[config.mk]
export PLATFORM = sky130hd
export DESIGN_NAME = wmss_ctrl
export DESIGN_NICKNAME = d
export VERILOG_FILES = /design/src/hw/rtl/wmss_pkg.sv /design/src/hw/rtl/wmss_ctrl.sv
export SDC_FILE = /design/constraint.sdc
export NUM_CORES = 1
export LEC_CHECK = 0
export BUFFER_PORTS_ARGS = -buffer_cell sky130_fd_sc_hd__buf_2
export CAP_MARGIN = 15
export CORE_ASPECT_RATIO = 1.1
export CORE_MARGIN = 4
export CORE_UTILIZATION = 34
export DETAILED_ROUTE_END_ITERATION = 10
export HOLD_SLACK_MARGIN = 0.03
export PLACE_DENSITY = 0.88
export SLEW_MARGIN = 15
export SYNTH_ARGS = -nofsm -noshare
export SYNTH_HDL_FRONTEND = slang
export SYNTH_SLANG_ARGS = --single-unit
export TNS_END_PERCENT = 100
[constraint.sdc]
create_clock -name clock -period 1.9 [get_ports clock]
set_clock_uncertainty 0.1 [all_clocks]
set_input_delay 0.38 -clock clock [delete_from_list [all_inputs] [get_ports clock]]
set_output_delay 0.38 -clock clock [all_outputs]
set_load 0.02 [all_outputs]
[src/hw/rtl/wmss_pkg.sv]
// shared types and constants for the weighted masked signature scan
// no dependencies; imported by the controller, datapath and top level
package wmss_pkg;

   localparam int MAX_PATTERNS      = 16;
   localparam int MAX_PATTERN_BYTES = 32;
   localparam int SLOT_W   = $clog2(MAX_PATTERNS);
   localparam int CNT_W    = $clog2(MAX_PATTERNS + 1);
   localparam int BPOS_W   = $clog2(MAX_PATTERN_BYTES);
   localparam int FILL_W   = $clog2(MAX_PATTERN_BYTES + 1);
   localparam int LEN_W    = 6;
   localparam int SCORE_W  = 16;
   localparam int OFFSET_W = 32;
   localparam int CSR_IDX_W  = 1;
   localparam int CSR_DATA_W = 16;

   localparam logic [CSR_IDX_W-1:0] CSR_SCORE_THRESHOLD = 1'd0;
   localparam logic [CSR_IDX_W-1:0] CSR_PATTERN_COUNT   = 1'd1;

   typedef enum logic [1:0] {
      FUNC_LOAD_BYTE   = 2'd0,
      FUNC_LOAD_HEADER = 2'd1,
      FUNC_REGION_BYTE = 2'd2,
      FUNC_NEW_SCAN    = 2'd3
   } func_type;

   typedef enum logic [1:0] {
      ST_IDLE,
      ST_SCAN,
      ST_EMIT
   } state_type;

   typedef struct packed {
      func_type           func;
      logic [SLOT_W-1:0]  slot;
      logic [BPOS_W-1:0]  byte_position;
      logic [7:0]         byte_value;
      logic [7:0]         byte_mask;
      logic [LEN_W-1:0]   pattern_length;
      logic [7:0]         pattern_weight;
      logic               last_in_region;
   } req_type;

   typedef struct packed {
      logic                detected;
      logic                match_valid;
      logic [OFFSET_W-1:0] match_offset;
      logic [SLOT_W-1:0]   match_slot;
      logic [SCORE_W-1:0]  total_score;
   } rsp_type;

   typedef struct packed {
      logic [7:0] mask;
      logic [7:0] value;
   } pat_byte_type;

   typedef struct packed {
      logic              load_byte;
      logic              load_header;
      logic              new_scan;
      logic              push_byte;
      logic              issue;
      logic [SLOT_W-1:0] issue_slot;
      logic              eval;
      logic              pos_done;
      logic              region_clear;
      logic              rsp_load;
      logic              rsp_detected;
   } cmd_type;

   typedef struct packed {
      logic              latched;
      logic [FILL_W-1:0] fill;
      logic [CNT_W-1:0]  active_count;
      logic              det_hit;
      logic              rsp_free;
   } status_type;

endpackage

[src/hw/rtl/wmss_ctrl.sv]
// scan sequencer: steps slots per start position, flushes at region end
// depends on wmss_pkg; drives the datapath through cmd_type
module wmss_ctrl (
   input  logic                clock,
   input  logic                reset,
   input  logic                req_valid,
   output logic                req_ready,
   input  wmss_pkg::req_type   req_payload,
   input  wmss_pkg::status_type status,
   output wmss_pkg::cmd_type   cmd
);
   import wmss_pkg::*;

   state_type        state_ff, state_in;
   logic [CNT_W-1:0] sidx_ff, sidx_in;
   logic             pvld_ff, pvld_in;
   logic             flush_ff, flush_in;
   logic             det_ff, det_in;

   logic accept, det_now, issue, pos_end;

   assign req_ready = (state_ff == ST_IDLE);
   assign accept    = req_valid & req_ready;
   assign det_now   = pvld_ff & status.det_hit;
   assign issue     = (state_ff == ST_SCAN) & ~det_now & (sidx_ff < status.active_count);
   assign pos_end   = (state_ff == ST_SCAN) & ~det_now & ~pvld_ff
                      & (sidx_ff >= status.active_count);

   // next state
   always_comb begin
      state_in = state_ff;
      sidx_in  = sidx_ff;
      pvld_in  = 1'b0;
      flush_in = flush_ff;
      det_in   = det_ff;
      case (state_ff)
         ST_IDLE: begin
            if (accept && req_payload.func == FUNC_REGION_BYTE && !status.latched) begin
               if (req_payload.last_in_region ||
                   status.fill == FILL_W'(MAX_PATTERN_BYTES - 1)) begin
                  state_in = ST_SCAN;
                  sidx_in  = '0;
                  flush_in = req_payload.last_in_region;
               end
            end
         end
         ST_SCAN: begin
            pvld_in = issue;
            if (issue) sidx_in = sidx_ff + 1'b1;
            if (det_now) begin
               state_in = ST_EMIT;
               det_in   = 1'b1;
            end else if (pos_end) begin
               sidx_in = '0;
               if (!flush_ff) begin
                  state_in = ST_IDLE;
               end else if (status.fill == FILL_W'(1)) begin
                  state_in = ST_EMIT;
                  det_in   = 1'b0;
               end
            end
         end
         ST_EMIT: begin
            if (status.rsp_free) state_in = ST_IDLE;
         end
         default: state_in = ST_IDLE;
      endcase
   end

   // datapath commands
   always_comb begin
      cmd              = '0;
      cmd.load_byte    = accept & (req_payload.func == FUNC_LOAD_BYTE);
      cmd.load_header  = accept & (req_payload.func == FUNC_LOAD_HEADER);
      cmd.new_scan     = accept & (req_payload.func == FUNC_NEW_SCAN);
      cmd.push_byte    = accept & (req_payload.func == FUNC_REGION_BYTE) & ~status.latched;
      cmd.issue        = issue;
      cmd.issue_slot   = sidx_ff[SLOT_W-1:0];
      cmd.eval         = (state_ff == ST_SCAN) & pvld_ff;
      cmd.pos_done     = pos_end;
      cmd.region_clear = pos_end & flush_ff & (status.fill == FILL_W'(1));
      cmd.rsp_load     = (state_ff == ST_EMIT) & status.rsp_free;
      cmd.rsp_detected = det_ff;
   end

   always_ff @(posedge clock) begin
      if (reset) begin
         state_ff <= ST_IDLE;
         sidx_ff  <= '0;
         pvld_ff  <= 1'b0;
         flush_ff <= 1'b0;
         det_ff   <= 1'b0;
      end else begin
         state_ff <= state_in;
         sidx_ff  <= sidx_in;
         pvld_ff  <= pvld_in;
         flush_ff <= flush_in;
         det_ff   <= det_in;
      end
   end

endmodule

==> impl_results.md, run 1 <==
* Status: complete, but fails checks
* NetSw at 0.146 mW
* Ys Warns at 0
* Combinational share of power at 20.1%
* Hold WC Path Type: in2reg
* Sw Ratio at 28.0%
* Top_reg_cell synth: dfxtp_1
* Wirelength per Cell at about 13 um
* Routed WL at ~2300 um
* Worst hold slack at 0.258 ns
* Clock slew at reported path FFs at 0.07 ns
* Slew margin rel. at 76.1%
* Count of cell types in the netlist at 39
* Die ar. at 3330 sq um
* CTS max path bufs at 2
* Vias at 899
* Final worst slack at -0.404 ns
* Count leader, synth: nor2_1
* Clock sinks at 10
* Gp weighted congestion at 0.794
* Synthesized cell area at 840 sq um
* CP startpoint kind: flop
* I/O Buffers at 34
* CP required at between 1 and 1.5 ns
* Post-route setup TNS at -0.893 ns
* Asr flop ratio synth at 0%
* Area share of the largest cell type after synthesis at 23.8%
* Worst EP arrival at 1.82 ns
* CTS tree: done
* Synth Register Bits at 10
* Fin nets at ~220
* Highest clock rate at 434 MHz
* Max VDD drop at 393 uV
* PwrDens at approximately 420 nW/um^2
* Final core utilization at 54.8%
* Final hold vios at 0
* Pint at 0.377 mW
* Total CTS buffers at 3
* Proportion of power drawn by flip-flops and latches at between 40 and 50%
* Failing checks: negative setup slack
* Min Tclk post-route at 2.30 ns
* RSZ-0062 raised after global routing: true
* Detailed placement HPWL at 1800 um
* Synthesized instance count at 105
* Initial core utilization at 36.5%
* Standard-cell rows at 18
* Clock power share at 39.2%
* Total global-route track usage at 14.7%
* Tcrit/Tclk final at 121%
* Routed vias/inst at 4.99
* Ant diodes at 0
* Top Ports at between 70 and 80
* Post-synthesis sequential area ratio at 23.8%
* Max Slew Vio Count at 0
* HP Start: req_payload[0]
* Start point of the critical path: sidx_ff[2]$_SDFFE_PP0P_
* First-pass GRT wire length at 3820 um
* CTS root buffer: clkbuf_4
* Initial antenna violation count at 0
* DP Area at 1140 sq um
* Clock Latency Late Sink at ~0.28 ns
* Ranking of synthesized cells by area: dfxtp_1 (24%), ha_1 (8.9%), buf_4 (6.3%)
* Post-synth EDFFs at 0
* Pre-Repair DR Iteration Count at 4
* Kind of critical path: reg2out
* Tot Pwr at about 0.52 mW
* H-tree lvl count at 1
* Largest net degree at the start of global routing at 12
* Post-route cell area at about 1300 sq um
* Max_cap viols at 0
* Fraction of final layout cells sized beyond drive strength 1 at between 50% and 60%
* Final number of setup-violating endpoints at 3
* Worst-Margin Slew at roughly 0.36 ns
* Area grow syn2layout at 49.9%
* Syn avg cell area at around 8.0 sq um
* Synth top cells by count: nor2_1 (12), nand2_1 (11), dfxtp_1 (10)
* Die X at 55.4 um
* Lkg Pwr at 0.551 nW
* Detail Route Antenna Nets at 0
* R2R Path Start: sidx_ff[2]$_SDFFE_PP0P_
* DRC violations left at 0
* Crit end category: primary output
* Die H at around 60 um
* Yosys top cell by area: dfxtp_1
* Initial DRC Count at 8
* Syn nets at 170
* Core Region at approximately 2300 sq um
* Vias in the first global route at 898
* GR Overflow Total at 0
* Critical Path Fanout Max at 3
-- cells by family after synthesis --
| kind of cell | after synthesis | synth area share [%] |
|---|---|---|
| xor+xnor | 3 | 3.13 |
| flops | 10 | 23.8 |
| buf+inv | 16 | 10.4 |
| simple gates | 52 | 35.3 |
| fa+ha+maj | 6 | 8.94 |
| mux | 1 | 1.19 |
| compound gates | 17 | 17.1 |
-- what timing repair did --
item                       CTS  global route
pin swaps                    2             3
buffers inserted             3             1
setup endpoints to repair    3             8
hold buffers                 0             0
gates resized for setup      8             8
-- layout make-up --
type / instances / area [sq um]
timing repair buffer: 50 / 305
clock buffer: 4 / 36.3
fill: 215 / 1040
inverter: 7 / 38.8
multi-input combinational: 79 / 636
sequential: 10 / 205
tap: 30 / 37.5
-- critical path, stage by stage (launching register included) --
cell,delay (ns)
dfxtp_2,0.34
ha_4,0.27
nand2_2,0.05
o21ai_2,0.18
nand3_2,0.15
a2111oi_4,0.35
buf_4,0.20
-- power by group through the flow --
stage / Combinational (mW) / Clock (mW) / Sequential [mW]
2_1_floorplan: 0.0519 / 0 / 0.218
3_3_place_gp: 0.0895 / 0 / 0.218
3_5_place_dp: 0.0941 / 0 / 0.218
4_1_cts: 0.0999 / 0.211 / 0.213
5_1_grt: 0.115 / 0.221 / 0.213
6_report: 0.105 / 0.205 / 0.213
-- worst paths after layout --
path,to,slack [ns],cells after the start
hold reg to reg,det_ff$_SDFFE_PP0P_,0.42,2
setup reg to reg,state_ff[0]$_SDFFE_PP0P_,0.07,7
setup / recovery,cmd[2],-0.40,6
hold / removal,flush_ff$_SDFFE_PP0P_,0.26,3
-- registers in the layout, indices dropped and copies added, names as in the netlist --
signal,flops
sidx_ff,5
state_ff,2
det_ff,1
flush_ff,1
pvld_ff,1
-- layer usage --
metal | GRT usage (%) | wire length (um) | vias to the layer above
met4 | 6.60 | 38 | 0
met5 | 0 | 0 | -
met2 | 27.9 | 1190 | 28
li1 | - | - | 452
met3 | 4.75 | 166 | 5
met1 | 14.8 | 921 | 414
-- cells in the final DEF (no fill, tap or decap), types with 2 or more instances in the layout --
cell type	instances
xnor2_1	3
ha_1	2
buf_2	31
nand4_1	2
nand3b_1	2
nor3_1	8
nor2_1	12
nand2b_1	4
nor2b_1	3
nand2_2	2
a31oi_1	2
dfxtp_2	4
a21oi_1	2
clkbuf_4	3
dfxtp_1	6
buf_4	17
ha_4	4
nand2_1	9
inv_1	4
buf_6	2
-- per-stage QoR --
stage               setup slack, ns  instances
floorplan                   -0.0241        105
global placement             -0.292        172
detailed placement           -0.330        172
CTS                          -0.396        179
global route                 -0.493        180
finish                       -0.404        180
Note: power is estimated with default switching activity, not from simulation.
==> inputs of run 2 (changes only) <==
- REMOVE_ABC_BUFFERS: not set -> 1
==> impl_results.md, run 2 (same netlist as run 1, synthesis figures left out) <==
* Clock sinks at 10
* Hold WC Path Type: in2reg
* Biggest register: sidx_ff
* Clock slew at reported path FFs at 0.07 ns
* Ant diodes at 0
* Post-route setup TNS at -0.794 ns
* Detail Route Antenna Nets at 0
* Tcrit/Tclk final at 118%
* Area grow syn2layout at 47.4%
* Initial antenna violation count at 0
* Hold Crit Depth at 3
* Core Region at 2300 sq um
* First-pass GRT wire length at 3820 um
* H-tree lvl count at 1
* Fillers at 210
* Vias at 906
* I/O Buffers at 34
* Critical Path Fanout Max at 3
* Most frequent cells in the layout: buf_2 (31), buf_4 (16), nand2_1 (10), nor2_1 (10)
* Register-to-register setup slack at 0.04 ns
* Max Slew Vio Count at 0
* Top Ports at between 70 and 80
* R2R Path Start: sidx_ff[1]$_SDFFE_PP0P_
* Crit end category: primary output
* DRC violations left at 0
* Routed vias/inst at roughly 5.1
* Routed WL at between 2000 and 2500 um
* Max VDD drop at 291 uV
* Wirelength per Cell at 13.1 um
* Slew margin rel. at around four fifths
* Detailed placement HPWL at 1740 um
* Initial core utilization at 36.5%
* Final number of setup-violating endpoints at 3
* PwrDens at 414 nW/um^2
* Highest clock rate at 444 MHz
* Final hold vios at 0
* GR Overflow Total at 0
* Top flop regs: sidx_ff (5), state_ff (2)
* Start point of the critical path: sidx_ff[2]$_SDFFE_PP0P_
* Cts hold-fix bufs at 0
* Cell count of the worst reg-to-reg path at 7
* Worst-Margin Slew at around 0.30 ns
* CP startpoint kind: flop
* Standard-cell rows at 18
* Worst EP arrival at 1.77 ns
* Max reg flops at 5
* Lkg Pwr at 0.549 nW
* Failing checks: negative setup slack
* Largest net degree at the start of global routing at 12
* Die X at 55.4 um
* CTS tree: done
* Final worst slack at -0.351 ns
* CTS root buffer: clkbuf_4
* Min Tclk post-route at 2.25 ns
* CTS max path bufs at 2
* Commonest non-fill, non-tap cell in the layout: buf_2
* Fraction of final layout cells sized beyond drive strength 1 at 51.4%
* Die ar. at 3330 sq um
* Final cell count without fillers at 178
* Pre-CTS WS at -0.402 ns
* Final core utilization at 53.9%
* Status: complete, but fails checks
* Hold path endpoint: flush_ff$_SDFFE_PP0P_
* RSZ-0062 raised after global routing: true
* DP Area at 1070 sq um
* HP Start: req_payload[0]
* Post-route cell area at 1240 sq um
* CP required at between 1 and 1.5 ns
* Reg-to-reg endpoint: sidx_ff[2]$_SDFFE_PP0P_
* Die H at around 60 um
* Fin nets at 214
* # placed instances at 171
* Gp weighted congestion at 0.802
* Kind of critical path: reg2out
* Initial DRC Count at 24
* Total CTS buffers at 3
* Clock Latency Late Sink at 0.27 ns
* Pre-Repair DR Iteration Count at 4
* Total global-route track usage at 14.4%
* Max_cap viols at 0
* Vias in the first global route at 882
## run 2: how the worst max path moves through the flow
stage / slack [ns] / to
2_1_floorplan: -0.35 / cmd[3]
3_3_place_gp: -0.36 / cmd[2]
3_5_place_dp: -0.40 / cmd[2]
4_1_cts: -0.34 / cmd[2]
5_1_grt: -0.43 / cmd[2]
6_report: -0.35 / cmd[2]
## run 2: final cells by class
type	instances	area, sq um	share of cell area, %
inverter	7	26.3	2.12
clock buffer	4	36.3	2.93
timing repair buffer	48	287	23.2
tap	30	37.5	3.03
multi-input combinational	79	647	52.3
sequential	10	204	16.5
## run 2: metrics by stage
stage	power, mW	hold WS (ns)
after floorplan	0.258	0.349
after global placement	0.297	0.423
after detailed placement	0.299	0.434
after CTS	0.509	0.276
after global routing	0.537	0.305
final	0.512	0.268
## run 2: critical path, stage by stage (launching register included)
cell	delay, ns
dfxtp_2	0.34
ha_4	0.28
nand2_2	0.05
o21ai_2	0.16
nand3_2	0.12
a2111oi_4	0.34
buf_4	0.21
## run 2: repair_timing
item | CTS | global route
buffers inserted | 3 | 0
gates resized for setup | 20 | 4
pin swaps | 10 | 0
setup endpoints to repair | 3 | 6
## run 2: report_power, final
part / switching [mW] / leakage [nW] / internal [mW]
Clock: 0.0830 / 0.0210 / 0.117
Sequential: 0.00144 / 0.0822 / 0.211
Combinational: 0.0529 / 0.445 / 0.0468
Total: 0.137 / 0.549 / 0.375
## run 2: per-layer routing
layer | up-vias | global-route usage, % | wire length (um)
li1 | 450 | - | -
met1 | 427 | 16.9 | 961
met2 | 22 | 25.2 | 1220
met3 | 7 | 1.73 | 63
met4 | 0 | 9.38 | 77
met5 | - | 0 | 0
